### src/hdl/pclrc_pkg.sv
`timescale 1ns / 1ps

package pclrc_pkg;

  localparam int ENTRIES   = 16;
  localparam int IDX_W     = $clog2(ENTRIES);
  localparam int AGE_BITS  = 16;
  localparam int USE_BITS  = 8;
  localparam int VIEW_LOG2 = 16;
  localparam int HASH_W    = 32;
  localparam int OFF_W     = 40;
  localparam int SLOT_W    = 4;
  localparam int LEN_W     = 17;
  localparam int PAGE_W    = 24;
  localparam int CMP_W     = (IDX_W > SLOT_W) ? IDX_W : SLOT_W;

  localparam logic [OFF_W-1:0]    VIEW_BYTES = OFF_W'(64'd1 << VIEW_LOG2);
  localparam logic [AGE_BITS-1:0] AGE_MAX    = '1;
  localparam logic [USE_BITS-1:0] USE_MAX    = '1;

  typedef logic [IDX_W-1:0]    idx_t;
  typedef logic [AGE_BITS-1:0] age_t;
  typedef logic [USE_BITS-1:0] use_t;

  typedef enum logic [2:0] {
    ST_HIT       = 3'd0,
    ST_FILLED    = 3'd1,
    ST_EVICTED   = 3'd2,
    ST_ALL_BUSY  = 3'd3,
    ST_NO_VICTIM = 3'd4,
    ST_BAD_REQ   = 3'd5,
    ST_RELEASED  = 3'd6,
    ST_REL_UNDER = 3'd7
  } status_e;

  typedef enum logic [1:0] {
    CMD_HIT  = 2'd0,
    CMD_FILL = 2'd1,
    CMD_REL  = 2'd2
  } cmd_e;

  typedef struct packed {
    logic              action;
    logic [HASH_W-1:0] file_hash;
    logic [OFF_W-1:0]  byte_offset;
    logic [OFF_W-1:0]  file_size;
    logic [SLOT_W-1:0] release_slot;
  } req_t;

  typedef struct packed {
    logic [2:0]        status;
    logic [SLOT_W-1:0] slot_index;
    logic [LEN_W-1:0]  byte_count;
    logic [PAGE_W-1:0] page_index;
    logic              all_busy;
  } rsp_t;

  // Token that walks down the cell row, one cell per cycle.
  typedef struct packed {
    logic              rel_op;
    logic [HASH_W-1:0] hash;
    logic [PAGE_W-1:0] page;
    logic [SLOT_W-1:0] rel;
    logic              hit_v;
    idx_t              hit_idx;
    logic [LEN_W-1:0]  hit_len;
    logic              empty_v;
    idx_t              empty_idx;
    logic              v1_v;
    idx_t              v1_idx;
    age_t              v1_age;
    logic              v2_v;
    idx_t              v2_idx;
    age_t              v2_age;
    logic              some_free;
    use_t              rel_uses;
    logic [LEN_W-1:0]  rel_len;
    logic [PAGE_W-1:0] rel_page;
  } probe_t;

  typedef struct packed {
    logic              v;
    cmd_e              op;
    idx_t              idx;
    logic [HASH_W-1:0] hash;
    logic [PAGE_W-1:0] page;
    logic [LEN_W-1:0]  len;
  } commit_t;

endpackage

### src/hdl/pclrc_cell.sv
`timescale 1ns / 1ps

module pclrc_cell import pclrc_pkg::*; (
  input  logic    clk_i,
  input  logic    rst_ni,
  input  idx_t    cell_idx_i,
  input  logic    pv_i,
  input  probe_t  probe_i,
  input  commit_t cmd_i,
  output logic    pv_o,
  output probe_t  probe_o,
  output logic    busy_o
);

  logic              valid_q;
  logic [HASH_W-1:0] tag_q;
  logic [PAGE_W-1:0] page_q;
  logic [LEN_W-1:0]  len_q;
  age_t              age_q;
  use_t              uses_q;
  logic              pv_q;
  probe_t            probe_q, probe_d;

  logic match, rel_match, sel;
  age_t age_inc, age_seen;

  assign match     = valid_q && (tag_q == probe_i.hash) && (page_q == probe_i.page);
  assign rel_match = (CMP_W'(cell_idx_i) == CMP_W'(probe_i.rel));
  assign age_inc   = (age_q == AGE_MAX) ? age_q : age_q + age_t'(1);
  assign age_seen  = match ? age_q : age_inc;
  assign sel       = cmd_i.v && (cmd_i.idx == cell_idx_i);

  always_comb begin
    probe_d = probe_i;
    if (!probe_i.rel_op) begin
      if (match) begin
        probe_d.hit_v   = 1'b1;
        probe_d.hit_idx = cell_idx_i;
        probe_d.hit_len = len_q;
      end
      if (!valid_q && !probe_i.empty_v) begin
        probe_d.empty_v   = 1'b1;
        probe_d.empty_idx = cell_idx_i;
      end
      if (uses_q == '0) begin
        probe_d.some_free = 1'b1;
        // Strict compare keeps the first of several equally old entries.
        if ((tag_q != probe_i.hash) && (age_seen > probe_i.v1_age)) begin
          probe_d.v1_v   = 1'b1;
          probe_d.v1_idx = cell_idx_i;
          probe_d.v1_age = age_seen;
        end
        if (age_seen > probe_i.v2_age) begin
          probe_d.v2_v   = 1'b1;
          probe_d.v2_idx = cell_idx_i;
          probe_d.v2_age = age_seen;
        end
      end
    end else if (rel_match) begin
      probe_d.rel_uses = uses_q;
      probe_d.rel_len  = len_q;
      probe_d.rel_page = page_q;
    end
  end

  always_ff @(posedge clk_i or negedge rst_ni) begin
    if (!rst_ni) begin
      pv_q    <= 1'b0;
      valid_q <= 1'b0;
      tag_q   <= '0;
      page_q  <= '0;
      len_q   <= '0;
      age_q   <= '0;
      uses_q  <= '0;
    end else begin
      pv_q <= pv_i;
      if (pv_i && !probe_i.rel_op && !match) begin
        age_q <= age_inc;
      end
      if (sel) begin
        case (cmd_i.op)
          CMD_HIT: begin
            age_q <= '0;
            if (uses_q != USE_MAX) begin
              uses_q <= uses_q + use_t'(1);
            end
          end
          CMD_FILL: begin
            valid_q <= 1'b1;
            tag_q   <= cmd_i.hash;
            page_q  <= cmd_i.page;
            len_q   <= cmd_i.len;
            age_q   <= '0;
            uses_q  <= use_t'(1);
          end
          CMD_REL: begin
            uses_q <= uses_q - use_t'(1);
          end
          default: begin
          end
        endcase
      end
    end
  end

  always_ff @(posedge clk_i) begin
    if (pv_i) begin
      probe_q <= probe_d;
    end
  end

  assign pv_o    = pv_q;
  assign probe_o = probe_q;
  assign busy_o  = (uses_q != '0);

endmodule

### config.mk
export PLATFORM = sky130hd
export DESIGN_NAME = pclrc_cell
export DESIGN_NICKNAME = d
export VERILOG_FILES = /design/src/hdl/pclrc_pkg.sv /design/src/hdl/pclrc_cell.sv
export SDC_FILE = /design/constraint.sdc
export NUM_CORES = 1
export LEC_CHECK = 0
export BUFFER_PORTS_ARGS = -buffer_cell sky130_fd_sc_hd__buf_2
export CAP_MARGIN = 5
export CORE_MARGIN = 10
export CORE_UTILIZATION = 55
export DETAILED_ROUTE_END_ITERATION = 12
export PLACE_DENSITY_LB_ADDON = 0.2
export SLEW_MARGIN = 40
export SYNTH_ARGS = -nofsm -noshare
export SYNTH_HDL_FRONTEND = slang
export SYNTH_SLANG_ARGS = --single-unit
### constraint.sdc
create_clock -name clk_i -period 10.1 [get_ports clk_i]
set_input_delay 1.515 -clock clk_i [delete_from_list [all_inputs] [get_ports clk_i]]
set_output_delay 1.515 -clock clk_i [all_outputs]
set_load 0.02 [all_outputs]
==> Flow_metrics.wiki, run 1 <==
{| class="wikitable"
! Metric !! Value
|-
| Synth cell types || 52
|-
| Fraction of synthesized cell area taken by the top area cell type || 41.7%
|-
| Number of cells on the worst hold path || 1
|-
| Placer Congestion || 0.844
|-
| Die H || 174 um
|-
| Maximum count of clock buffers along a single path || 3
|-
| Fraction of layout cells with a size suffix above 1 || 51.2%
|-
| Number of buffers inserted for hold repair after clock tree synthesis || 0
|-
| Count of routing violations after the opening detailed-route iteration || 568
|-
| Filler cell count || 1674
|-
| Critical Setup Path Class || primary input to flip-flop
|-
| Peak supply drop || 155 uV
|-
| Register-to-register path setup slack || 4.40 ns
|-
| Outcome || finished clean
|-
| Combinational family with the most area after synthesis || multiplexers
|-
| Most Frequent Cell on Critical Path || nand4_1
|-
| Routed len/inst || 22.4 um
|-
| Cell with the largest stage delay on the worst path || nand4_1
|-
| Yosys reg bits || 279
|-
| YS warnings || 0
|-
| End-of-flow core utilization || 71.4%
|-
| Critical path fanouts, max || 16
|-
| Sequential-to-total area share from yosys stat || 60.8%
|-
| Number of buffers inserted by port buffering || 448
|-
| Mux contribution to synthesized area || 17.1%
|-
| Top cells by area, synth || edfxtp_1, dfrtp_1, mux2_2, xnor2_1, ha_1
|-
| Crit path time final || 6.40 ns
|-
| Post CTS Setup Buffer Count || 0
|-
| Slew Viols, Final || 0
|-
| Hold-critical path endpoint || tag_q[30]
|-
| Startpoint Class || primary input
|-
| DRC viols || 0
|-
| Max-slew headroom at the worst pin || 48.2%
|-
| Via count of the first global-routing pass || 9475
|-
| TritonCTS clock tree || yes
|-
| Initial antenna violation count || 12
|-
| Xor and xnor area share after synthesis || 5.94%
|-
| Sum Neg Setup Slack || 0 ns
|-
| Number of cells on the worst reg-to-reg path || 17
|-
| Area fraction in and, or, nand and nor cells after synthesis || 6.58%
|-
| Setup repair after global routing missed its margin || false
|-
| Combined area of the multi-input logic cells || 0.00482 sq mm
|-
| Share of the synthesized area in compound gates (AO/OA/AOI/OAI) || 3.75%
|-
| Slowest Stage Delay on Critical Path || 0.71 ns
|-
| Cell Chain, Critical Path || buf_2 -> xnor2_1 -> nand4_1 -> nor4_1 -> nand4_1 -> and2_1 -> nand4_1 -> xnor2_1 -> ha_1 -> a21o_1 -> a21o_1 -> a21oi_1 -> nor2b_1 -> o21ai_0 -> a21oi_1 -> o41a_1 -> buf_4 -> mux2_4
|-
| Floorplan row count || 56
|-
| Reg-to-reg startpoint || tag_q[9]
|-
| Path category of the worst min-delay check || flip-flop to flip-flop
|-
| Synthesized netlist cell count || 889
|-
| Leakage power || 0.00751 uW
|-
| Maximum number of pins on one net before global-route repair || 82
|-
| Core Footprint || 0.0233 sq mm
|-
| Number of setup violations in the final report || 0
|-
| Transition at the pin with the smallest max-transition slack || 0.776 ns
|-
| Area taken by flip-flops and latches || 0.00788 sq mm
|-
| Detail Placement HPWL || 29600 um
|-
| Crit. End Element || flip-flop
|-
| Residual antenna-violating net count after detailed routing || 0
|-
| Final Cycle Share || 63.3%
|-
| Clock transition at the registers of the reported paths || 0.06 ns
|-
| Commonest register cell after synthesis || edfxtp_1
|-
| Post-layout net count || 1656
|-
| Cell type with the largest total area after synthesis || edfxtp_1
|-
| Total nets after synthesis || 1194
|-
| DIE AREA || 0.0301 sq mm
|-
| Clock Sink Count || 279
|-
| Adder-cell share of the synthesized area || 3.72%
|-
| H-Tree Depth || 1
|-
| Wire length of the first global-routing pass || 56900 um
|-
| Initial cell density of the core || 55.6%
|-
| Power per standard cell area || 193 mW/mm^2
|-
| CTS resizes || 0
|-
| Number of endpoints with negative hold slack in the final report || 0
|-
| Critical path data arrival time || 6.69 ns
|-
| Die Width || 174 um
|-
| Proportion of synthesized flip-flops having asynchronous set or reset || 35.5%
|-
| Pre-antenna DRT Iters || 5
|-
| Overall overflow remaining after global route || 0
|-
| Clock insertion delay at the later pin of the skew report || 0.55 ns
|-
| Cell Area, Synth || 0.0130 sq mm
|-
| All-Layer GR Usage || 24.2%
|-
| Area growth syn-to-layout || 28.4%
|-
| Maximum clock frequency || 156 MHz
|-
| Average footprint of a synthesized cell || 14.6 sq um
|-
| Ports placed on the boundary || 449
|-
| Post-synth EDFFs || 180
|-
| Vias after detailed routing || 9019
|-
| Area after detailed placement || 0.0156 sq mm
|-
| Start point of the worst hold path || tag_q[30]
|-
| Endpoint of the lowest-slack register-to-register path || probe_o[89]
|-
| Clock skew || 0.0150 ns
|-
| Data required, critical path || 10.39 ns
|-
| Routed vias/inst || 5.31
|-
| Number of buffers created by CTS || 29
|-
| Clk Tree Root Cell || clkbuf_16
|-
| Aggregate routed wire length || 38100 um
|-
| Design Area, Final || 0.0166 sq mm
|-
| Max-Cap Viols || 0
|}
## synth_stat cells, types with 6 or more instances
cell and instances:
edfxtp_1 180, mux2_2 169, dfrtp_1 99, xnor2_1 72, nand2_1 40, inv_1 38, ha_1 37, nor2_1 26
nand4_1 24, mux2_4 19, a21oi_1 17, xor2_1 16, a21o_1 15, clkbuf_1 14, o21ai_0 13, buf_2 10
nor2b_1 9, and3_1 8, nor4_1 8, and2_1 7, nand2b_1 6, nor3_1 6
## power by group
part	leakage [uW]	switching [uW]	internal, uW
Sequential	0.00307	108	1370
Combinational	0.00393	317	281
Clock	0.000506	435	696
Total	0.00751	859	2350
## metal layers
layer | track usage (%) | vias to the layer above | wire length [um]
met5 | 0 | - | 92
met4 | 6.47 | 14 | 852
met3 | 8.73 | 71 | 3440
met2 | 42.5 | 336 | 19400
met1 | 27.3 | 4375 | 14300
li1 | - | 4223 | -
## worst max path at each step
| stage | slack [ns] | start | depth (start not counted) | end |
|---|---|---|---|---|
| 3_3_place_gp | 3.11 | probe_i[130] | 17 | probe_o[65] |
| 5_1_grt | 3.39 | probe_i[156] | 18 | probe_o[83] |
| 4_1_cts | 3.75 | probe_i[135] | 18 | probe_o[58] |
| 3_5_place_dp | 3.17 | probe_i[135] | 18 | probe_o[89] |
| 6_report | 3.70 | probe_i[156] | 18 | probe_o[89] |
| 2_1_floorplan | 4.67 | probe_i[160] | 19 | probe_o[51] |
## sequential cells by signal (all words and copies together) (netlist names)
name	flops
valid_q	1
tag_q	32
age_q	16
page_q	24
probe_o	180
uses_q	8
len_q	17
pv_o	1
## cells by family after synthesis
group                    count (synthesis)
adder cells (fa/ha/maj)                 38
XOR/XNOR                                88
flip-flops                             279
AO/OA/AOI/OAI                           72
AND/OR/NAND/NOR                        156
buffers and inverters                   65
multiplexers                           191
## cell type report
class | count | area share, %
antenna | 5 | 0.0752
clock buffer | 39 | 4.95
clock inverter | 15 | 1.19
inverter | 38 | 0.857
multi-input combinational | 545 | 28.9
sequential | 279 | 47.3
tap | 319 | 2.40
timing repair buffer | 458 | 14.2
## metrics by stage
stage               setup WS, ns  power (uW)  hold WS [ns]  std cells
floorplan                   4.67        1860         0.488        889
global placement            3.11        2090         0.507       1636
detailed placement          3.17        2100         0.518       1639
CTS                         3.75        3240         0.532       1693
global route                3.39        3350         0.543       1696
finish                      3.70        3210         0.530       1698
## layout by cell type (no fill, tap or decap), drive strengths merged, types with 2 or more instances in the layout
cell,synthesis,layout
ha,37,37
o211ai,2,2
a31oi,2,2
a211o,2,2
nand2b,6,6
diode,0,5
and3,8,8
buf,13,458
clkinv,0,9
bufinv,0,5
and2,7,7
clkbuf,14,39
o22ai,4,4
nand2,40,40
nand3b,2,2
edfxtp,180,180
o21ai,13,13
a311oi,4,4
xor2,16,16
nand4,24,24
nor2,26,26
or2,5,5
dfrtp,99,99
xnor2,72,72
a21oi,17,17
mux2,188,188
nand3,5,5
o21bai,3,3
nor3b,2,2
and4,4,4
a211oi,4,4
nor3,6,6
inv,38,39
nor2b,9,9
nor4,9,9
mux2i,3,3
a21o,15,15
## worst max-delay path: cells and delay by family
family	cells	cell delay, ns
AOI/OAI and AO/OA	6	1.45
xor gates and xnor gates	2	0.41
adders and majority gates	1	0.33
buffers and inverters	2	0.43
muxes	1	0.32
and+or+nand+nor	6	2.23
Note: power is estimated with default switching activity, not from simulation.
==> inputs of run 2 (changes only) <==
--- a/config.mk
+++ b/config.mk
@@ -5,10 +5,11 @@
 export SDC_FILE = /design/constraint.sdc
 export NUM_CORES = 1
 export LEC_CHECK = 0
+export ABC_AREA = 1
 export BUFFER_PORTS_ARGS = -buffer_cell sky130_fd_sc_hd__buf_2
 export CAP_MARGIN = 5
 export CORE_MARGIN = 10
-export CORE_UTILIZATION = 55
+export CORE_UTILIZATION = 51
 export DETAILED_ROUTE_END_ITERATION = 12
 export PLACE_DENSITY_LB_ADDON = 0.2
 export SLEW_MARGIN = 40
==> constraint.sdc (replaced) <==
create_clock -name clk_i -period 6.4 [get_ports clk_i]
set_input_delay 0.96 -clock clk_i [delete_from_list [all_inputs] [get_ports clk_i]]
set_output_delay 0.96 -clock clk_i [all_outputs]
set_load 0.02 [all_outputs]
==> Flow_metrics.wiki, run 2 <==
{| class="wikitable"
! Metric !! Value
|-
| Critical path data arrival time || 5.05 ns (-1.64 ns)
|-
| Via count of the first global-routing pass || 11809 (+25%)
|-
| Number of buffers inserted by port buffering || 448 (unchanged)
|-
| Initial antenna violation count || 11 (-1)
|-
| Data required, critical path || 6.70 ns (-3.69 ns)
|-
| Post-layout instance count excluding filler cells || 2280 (+34%)
|-
| Met3 routed wirelength || 4150 um (+21%)
|-
| Detail Placement HPWL || 34600 um (+17%)
|-
| Leakage power || 0.00876 uW (+17%)
|-
| Post-layout net count || 2220 (+34%)
|-
| Area after detailed placement || 0.0161 sq mm (+3.3%)
|-
| Number of setup violations in the final report || 0 (unchanged)
|-
| Routed len/inst || 19.6 um (-12%)
|-
| Clock insertion delay at the later pin of the skew report || 0.56 ns (about the same)
|-
| Path category of the worst min-delay check || primary input to async pin
|-
| Combined area of the multi-input logic cells || 0.00475 sq mm (-1.5%)
|-
| Core Footprint || 0.0261 sq mm (+12%)
|-
| Routed vias/inst || 5.25 (-1.2%)
|-
| Max-slew headroom at the worst pin || 48.4% (+0.14 points)
|-
| Transition at the pin with the smallest max-transition slack || 0.766 ns (-0.0102 ns)
|-
| Residual antenna-violating net count after detailed routing || 0 (unchanged)
|-
| Pre-antenna DRT Iters || 6 (+1)
|-
| Crit. End Element || flip-flop
|-
| Outcome || finished clean
|-
| Yosys reg bits || 279 (unchanged)
|-
| Peak supply drop || 271 uV (+75%)
|-
| Worst slack after detailed placement || 1.11 ns (-2.05 ns)
|-
| Vias after detailed routing || 11966 (+33%)
|-
| Crit path time final || 4.75 ns
|-
| Synthesized netlist cell count || 1473 (+66%)
|-
| Final Cycle Share || 74.2%
|-
| Power per standard cell area || 321 mW/mm^2 (+67%)
|-
| Highest metal layer with signal wires || met5
|-
| Maximum number of pins on one net before global-route repair || 99 (+21%)
|-
| Commonest register cell after synthesis || edfxtp_1
|-
| Endpoint of the lowest-slack register-to-register path || probe_o[70]
|-
| Post-synth EDFFs || 180 (unchanged)
|-
| Die H || 183 um (+5.7%)
|-
| Clock skew || 0.00798 ns (-0.00705 ns)
|-
| Maximum clock frequency || 211 MHz
|-
| Maximum count of clock buffers along a single path || 3 (unchanged)
|-
| Number of endpoints with negative hold slack in the final report || 0 (unchanged)
|-
| Top cells by area, synth || edfxtp_1, dfrtp_1, nand2_1, inv_1, nor2_1
|-
| DIE AREA || 0.0336 sq mm (+12%)
|-
| Cell with the most instances after synthesis || nand2_1
|-
| All-Layer GR Usage || 25.4% (+1.2 points)
|-
| Most common cell after layout, fill and taps aside || buf_2
|-
| Post CTS Setup Buffer Count || 0 (unchanged)
|-
| Clock transition at the registers of the reported paths || 0.06 ns (about the same)
|-
| Cell Area, Synth || 0.0136 sq mm (+5.0%)
|-
| DRC viols || 0 (unchanged)
|-
| Max-Cap Viols || 0 (unchanged)
|-
| Number of placed instances, taps included || 2218 (+35%)
|-
| Leading cell types in the layout, fill and taps excluded || buf_2, nand2_1, inv_1, edfxtp_1, nor2_1
|-
| Critical path fanouts, max || 26 (+10)
|-
| Slew Viols, Final || 0 (unchanged)
|-
| Number of cells on the worst reg-to-reg path || 18 (+1)
|-
| Fraction of synthesized cell area taken by the top area cell type || 39.7% (-2.0 points)
|-
| Register-to-register path setup slack || 1.79 ns (-2.61 ns)
|-
| Proportion of synthesized flip-flops having asynchronous set or reset || 35.5% (unchanged)
|-
| Wire length of the first global-routing pass || 67400 um (+19%)
|-
| Synth cell types || 42 (-19%)
|-
| Reg-to-reg startpoint || tag_q[31]
|-
| Aggregate routed wire length || 44800 um (+18%)
|-
| Routed met2 length || 22200 um (+14%)
|-
| Initial cell density of the core || 52.1% (-3.5 points)
|-
| Final setup margin || 1.65 ns (-2.05 ns)
|-
| Sum Neg Setup Slack || 0 ns (unchanged)
|-
| YS warnings || 0 (unchanged)
|-
| Ports placed on the boundary || 449 (unchanged)
|-
| Critical Setup Path Class || primary input to flip-flop
|-
| Clk Tree Root Cell || clkbuf_16
|-
| Flip-flop count of the largest register after layout || 180 (unchanged)
|-
| Number of buffers created by CTS || 30 (+3.4%)
|-
| Clock Sink Count || 279 (unchanged)
|-
| Total nets after synthesis || 1778 (+49%)
|-
| Area growth syn-to-layout || 25.4%
|-
| Cell type with the largest total area after synthesis || edfxtp_1
|-
| Die Width || 183 um (+5.7%)
|-
| Area taken by flip-flops and latches || 0.00788 sq mm (unchanged)
|-
| Count of routing violations after the opening detailed-route iteration || 1016 (+79%)
|-
| Number of buffers inserted for hold repair after clock tree synthesis || 0 (unchanged)
|-
| H-Tree Depth || 1 (unchanged)
|-
| Commonest cells post-synth || nand2_1, inv_1, edfxtp_1, nor2_1, o21ai_0
|-
| Sequential-to-total area share from yosys stat || 57.9% (-2.9 points)
|-
| Setup repair after global routing missed its margin || false
|-
| Placer Congestion || 0.930 (+10%)
|-
| Average footprint of a synthesized cell || 9.24 sq um (-37%)
|-
| Fraction of layout cells with a size suffix above 1 || 28.7% (-23 points)
|-
| Startpoint Class || primary input
|-
| Design Area, Final || 0.0171 sq mm (+2.5%)
|-
| Filler cell count || 2210 (+32%)
|-
| CTS resizes || 0 (unchanged)
|-
| TritonCTS clock tree || yes
|-
| Overall overflow remaining after global route || 0 (unchanged)
|-
| Floorplan row count || 59 (+5.4%)
|-
| Routed met1 length || 17200 um (+20%)
|}
==> run 2: cell types whose count changed in the layout (fill, tap and decap cells not counted), moves of 10 or more <==
| cell | delta |
|---|---|
| nor2_1 | +138 |
| mux2_2 | -156 |
| nand2_1 | +323 |
| a21o_1 | -13 |
| o21ai_0 | +92 |
| nand3_1 | +61 |
| mux2_4 | -19 |
| inv_1 | +153 |
| nand2_2 | +22 |
| a21oi_1 | +75 |
| xnor2_1 | -67 |
| clkbuf_1 | +10 |
| nand4_1 | -14 |
==> run 2: power breakdown <==
part | total [uW] | switching (uW) | internal, uW
Combinational | 1490 | 975 | 519
Sequential | 2350 | 151 | 2200
Clock | 1630 | 709 | 925
Total | 5480 | 1840 | 3640
==> run 2: critical path, cell delays in order <==
cell and delay (ns):
buf_2 0.11, nor2_1 0.11, nor2_1 0.05, nor2_1 0.10, nand2_1 0.07, nor2_1 0.17
nand2_1 0.11, nor2_2 0.26, nand2_1 0.53, o21ai_0 0.66, ha_1 0.36, a21oi_1 0.15
o21ai_0 0.10, a21oi_1 0.26, nor2_1 0.07, a211oi_1 0.22, nand2_2 0.31, nand2_4 0.36
nand2_1 0.08
==> run 2: cells by family after synthesis <==
group,count (synthesis),synth area share [%]
AOI/OAI and AO/OA,230,8.99
adders and majority gates,38,3.55
DFF,279,57.9
buffers and inverters,246,7.35
muxes,13,1.08
xor gates and xnor gates,22,1.47
and+or+nand+nor,645,19.6
==> run 2: worst max path at each step <==
stage / from / to / slack (ns) / cells after the start
2_1_floorplan: probe_i[152] / probe_o[80] / 2.68 / 19
3_3_place_gp: probe_i[176] / probe_o[70] / 1.21 / 19
3_5_place_dp: probe_i[178] / probe_o[70] / 1.11 / 19
4_1_cts: probe_i[178] / probe_o[70] / 1.69 / 19
5_1_grt: probe_i[164] / probe_o[70] / 1.15 / 19
6_report: probe_i[178] / probe_o[70] / 1.65 / 19
==> run 2: layout make-up <==
class	instances	share of cell area, %
inverters	199	4.38
clock buffers	49	5.11
clock inverters	7	0.264
flip-flops and latches	279	46.2
diodes	6	0.0880
multi-input cells	948	27.8
repair buffers	457	13.7
well taps	335	2.46
==> run 2: layer usage <==
| layer | up-vias | track usage [%] |
|---|---|---|
| met3 | 83 | 6.80 |
| met2 | 535 | 43.7 |
| met1 | 5616 | 30.5 |
| met5 | - | 0 |
| li1 | 5724 | - |
| met4 | 8 | 7.90 |
==> run 2: through the flow <==
stage | power [uW] | util [%] | hold WS (ns)
5_1_grt | 5790 | 65.3 | 0.431
4_1_cts | 5500 | 65.2 | 0.423
3_5_place_dp | 3870 | 61.7 | 0.515
2_1_floorplan | 3340 | - | 0.477
6_report | 5480 | 65.3 | 0.400
3_3_place_gp | 3810 | 61.7 | 0.509
==> inputs of run 3 (changes only) <==
--- a/config.mk
+++ b/config.mk
@@ -5,11 +5,11 @@
 export SDC_FILE = /design/constraint.sdc
 export NUM_CORES = 1
 export LEC_CHECK = 0
-export ABC_AREA = 1
+export ABC_AREA = 0
 export BUFFER_PORTS_ARGS = -buffer_cell sky130_fd_sc_hd__buf_2
 export CAP_MARGIN = 5
 export CORE_MARGIN = 10
-export CORE_UTILIZATION = 51
+export CORE_UTILIZATION = 46
 export DETAILED_ROUTE_END_ITERATION = 12
 export PLACE_DENSITY_LB_ADDON = 0.2
 export SLEW_MARGIN = 40
==> constraint.sdc (replaced) <==
create_clock -name clk_i -period 3.9 [get_ports clk_i]
set_input_delay 0.585 -clock clk_i [delete_from_list [all_inputs] [get_ports clk_i]]
set_output_delay 0.585 -clock clk_i [all_outputs]
set_load 0.02 [all_outputs]
==> Flow_metrics.wiki, run 3 (synthesis results as in run 1) <==
{| class="wikitable"
! Metric !! Value
|-
| Initial cell density of the core || 46.7% (-5.4 points)
|-
| Number of buffers inserted for hold repair after clock tree synthesis || 0 (unchanged)
|-
| Max-Cap Viols || 0 (unchanged)
|-
| Pre-antenna DRT Iters || 5 (-1)
|-
| Slew Viols, Final || 0 (unchanged)
|-
| Startpoint Class || flip-flop
|-
| Slowest Stage Delay on Critical Path || 0.41 ns (-0.25 ns)
|-
| Transition at the pin with the smallest max-transition slack || 0.747 ns (-0.0194 ns)
|-
| Placer Congestion || 0.841 (-9.6%)
|-
| Initial antenna violation count || 19 (+8)
|-
| Clock insertion delay at the later pin of the skew report || 0.56 ns (about the same)
|-
| Leakage power || 0.00844 uW (-3.7%)
|-
| Routed len/inst || 21.9 um (+11%)
|-
| Worst slack after detailed placement || -0.984 ns (-2.10 ns)
|-
| Number of endpoints with negative hold slack in the final report || 0 (unchanged)
|-
| DIE AREA || 0.0353 sq mm (+5.0%)
|-
| Number of buffers inserted by port buffering || 448 (unchanged)
|-
| Flip-flop count of the largest register after layout || 180 (unchanged)
|-
| Aggregate routed wire length || 41200 um (-7.9%)
|-
| Cell with the largest stage delay on the worst path || dfrtp_1
|-
| Critical Setup Path Class || flip-flop to flip-flop
|-
| DRC viols || 0 (unchanged)
|-
| Data required, critical path || 4.20 ns (-2.50 ns)
|-
| Ports placed on the boundary || 449 (unchanged)
|-
| End-of-flow core utilization || 65.9% (+0.57 points)
|-
| Residual antenna-violating net count after detailed routing || 0 (unchanged)
|-
| Floorplan row count || 61 (+3.4%)
|-
| Final Cycle Share || 112%
|-
| Critical path data arrival time || 4.66 ns (-0.39 ns)
|-
| Cell Chain, Critical Path || xnor2_2 -> nand4_1 -> nor4_2 -> buf_4 -> nand4_1 -> and2_4 -> buf_6 -> nand4_1 -> xnor2_2 -> ha_1 -> a21o_1 -> a21o_1 -> a21o_1 -> a21o_1 -> a211oi_2 -> o21a_1 -> a21o_4 -> buf_12 -> buf_16 -> mux2_4
|-
| Peak supply drop || 388 uV (+43%)
|-
| Number of buffers created by CTS || 30 (unchanged)
|-
| Leading cell types in the layout, fill and taps excluded || buf_2, edfxtp_1, mux2_2, buf_4, dfrtp_1
|-
| TritonCTS clock tree || yes
|-
| Clk Tree Root Cell || clkbuf_16
|-
| Most Frequent Cell on Critical Path || a21o_1
|-
| Most common cell after layout, fill and taps aside || buf_2
|-
| Outcome || finished, violations left
|-
| Detail Placement HPWL || 30700 um (-11%)
|-
| Vias after detailed routing || 9616 (-20%)
|-
| Count of routing violations after the opening detailed-route iteration || 498 (-51%)
|-
| Wire length of the first global-routing pass || 61400 um (-8.9%)
|-
| Setup repair after global routing missed its margin || true
|-
| H-Tree Depth || 1 (unchanged)
|-
| Post-layout net count || 1778 (-20%)
|-
| Final setup margin || -0.464 ns (-2.11 ns)
|-
| Crit. End Element || flip-flop
|-
| Area growth syn-to-layout || 41.1%
|-
| Clock transition at the registers of the reported paths || 0.06 ns (about the same)
|-
| Path category of the worst min-delay check || primary input to async pin
|-
| Maximum clock frequency || 229 MHz
|-
| Die H || 188 um (+2.5%)
|-
| Crit path time final || 4.36 ns
|-
| Maximum count of clock buffers along a single path || 3 (unchanged)
|-
| Core Footprint || 0.0278 sq mm (+6.3%)
|-
| All-Layer GR Usage || 22.3% (-3.1 points)
|-
| Overall overflow remaining after global route || 0 (unchanged)
|-
| Die Width || 188 um (+2.5%)
|-
| Routed vias/inst || 5.10 (-2.7%)
|-
| Max-slew headroom at the worst pin || 50.2% (+1.8 points)
|-
| Clock skew || 0.0194 ns (+0.0114 ns)
|-
| Failing checks || setup timing
|-
| Via count of the first global-routing pass || 10405 (-12%)
|-
| Clock Sink Count || 279 (unchanged)
|-
| Number of setup violations in the final report || 42 (+42)
|-
| Maximum number of pins on one net before global-route repair || 92 (-7.1%)
|-
| Fraction of layout cells with a size suffix above 1 || 59.6% (+31 points)
|-
| Power per standard cell area || 464 mW/mm^2 (+44%)
|-
| Critical path fanouts, max || 6 (-77%)
|}
[run 3: changes by cell type in the layout (fill, tap and decap cells not counted), moves of 37 or more]
cell and delta:
nand2_1 -330, xnor2_1 +43, o21ai_0 -96, mux2_4 +37, buf_4 +105, mux2_2 +138, nand3_1 -61, nor2_1 -139
inv_1 -153, a21oi_1 -80
[run 3: layer usage]
metal | GRT usage (%) | part of all wire, %
met4 | 7.29 | 2.9
met3 | 8.63 | 9.7
met5 | 0 | 0.31
met1 | 24.0 | 36
met2 | 39.3 | 51
[run 3: path summary, 6_finish.rpt]
check                               end  cells past startpoint         start  slack [ns]
hold reg to reg                len_q[6]                      1      len_q[6]        0.53
hold / removal                 len_q[2]                      1        rst_ni        0.06
setup reg to reg            probe_o[50]                     20      tag_q[0]       -0.46
max in group asynchronous      tag_q[5]                      2        rst_ni        2.94
setup / recovery            probe_o[50]                     20      tag_q[0]       -0.46
min in group clk_i         probe_o[178]                      1  probe_i[178]        0.22
[run 3: worst max-delay path: cells and delay by family, from the launching register on]
family	cells	cell delay (ns)
flip-flops	1	0.41
adder cells (fa/ha/maj)	1	0.30
buffers and inverters	4	0.54
AO/OA/AOI/OAI	7	1.25
multiplexers	1	0.30
AND/OR/NAND/NOR	5	0.97
XOR/XNOR	2	0.31
[run 3: final cells by class]
| class | count | area, sq um |
|---|---|---|
| timing repair buffer | 579 | 3450 |
| inverter | 38 | 143 |
| sequential | 279 | 7880 |
| clock buffer | 34 | 786 |
| clock inverter | 22 | 173 |
| multi-input combinational | 545 | 5370 |
| antenna | 9 | 22.5 |
| fill | 2183 | 9480 |
| tap | 378 | 473 |
[run 3: report_power, final]
group	switching, uW	leakage [uW]	internal [uW]
clock	1170	0.000481	1580
sequential	237	0.00307	3550
combinational	979	0.00490	975
[run 3: what timing repair did]
| item | 4_1_cts | 5_1_grt |
|---|---|---|
| endpoints found under the setup margin | 42 | 42 |
| buffers inserted | 23 | 9 |
| gates cloned | 6 | 0 |
| pin swaps | 39 | 28 |
| gates resized for setup | 52 | 27 |
[run 3: through the flow]
stage	cells	power [uW]	setup TNS, ns	instance area [sq um]	hold slack [ns]
4_1_cts	1869	8520	-14.18	18100	0.0876
3_3_place_gp	1785	5680	-33.65	16600	0.510
3_5_place_dp	1785	5730	-38.58	16600	0.517
6_report	1884	8480	-17.29	18300	0.0633
2_1_floorplan	889	4870	-7.70	13200	0.289
5_1_grt	1881	8880	-26.76	18300	0.101
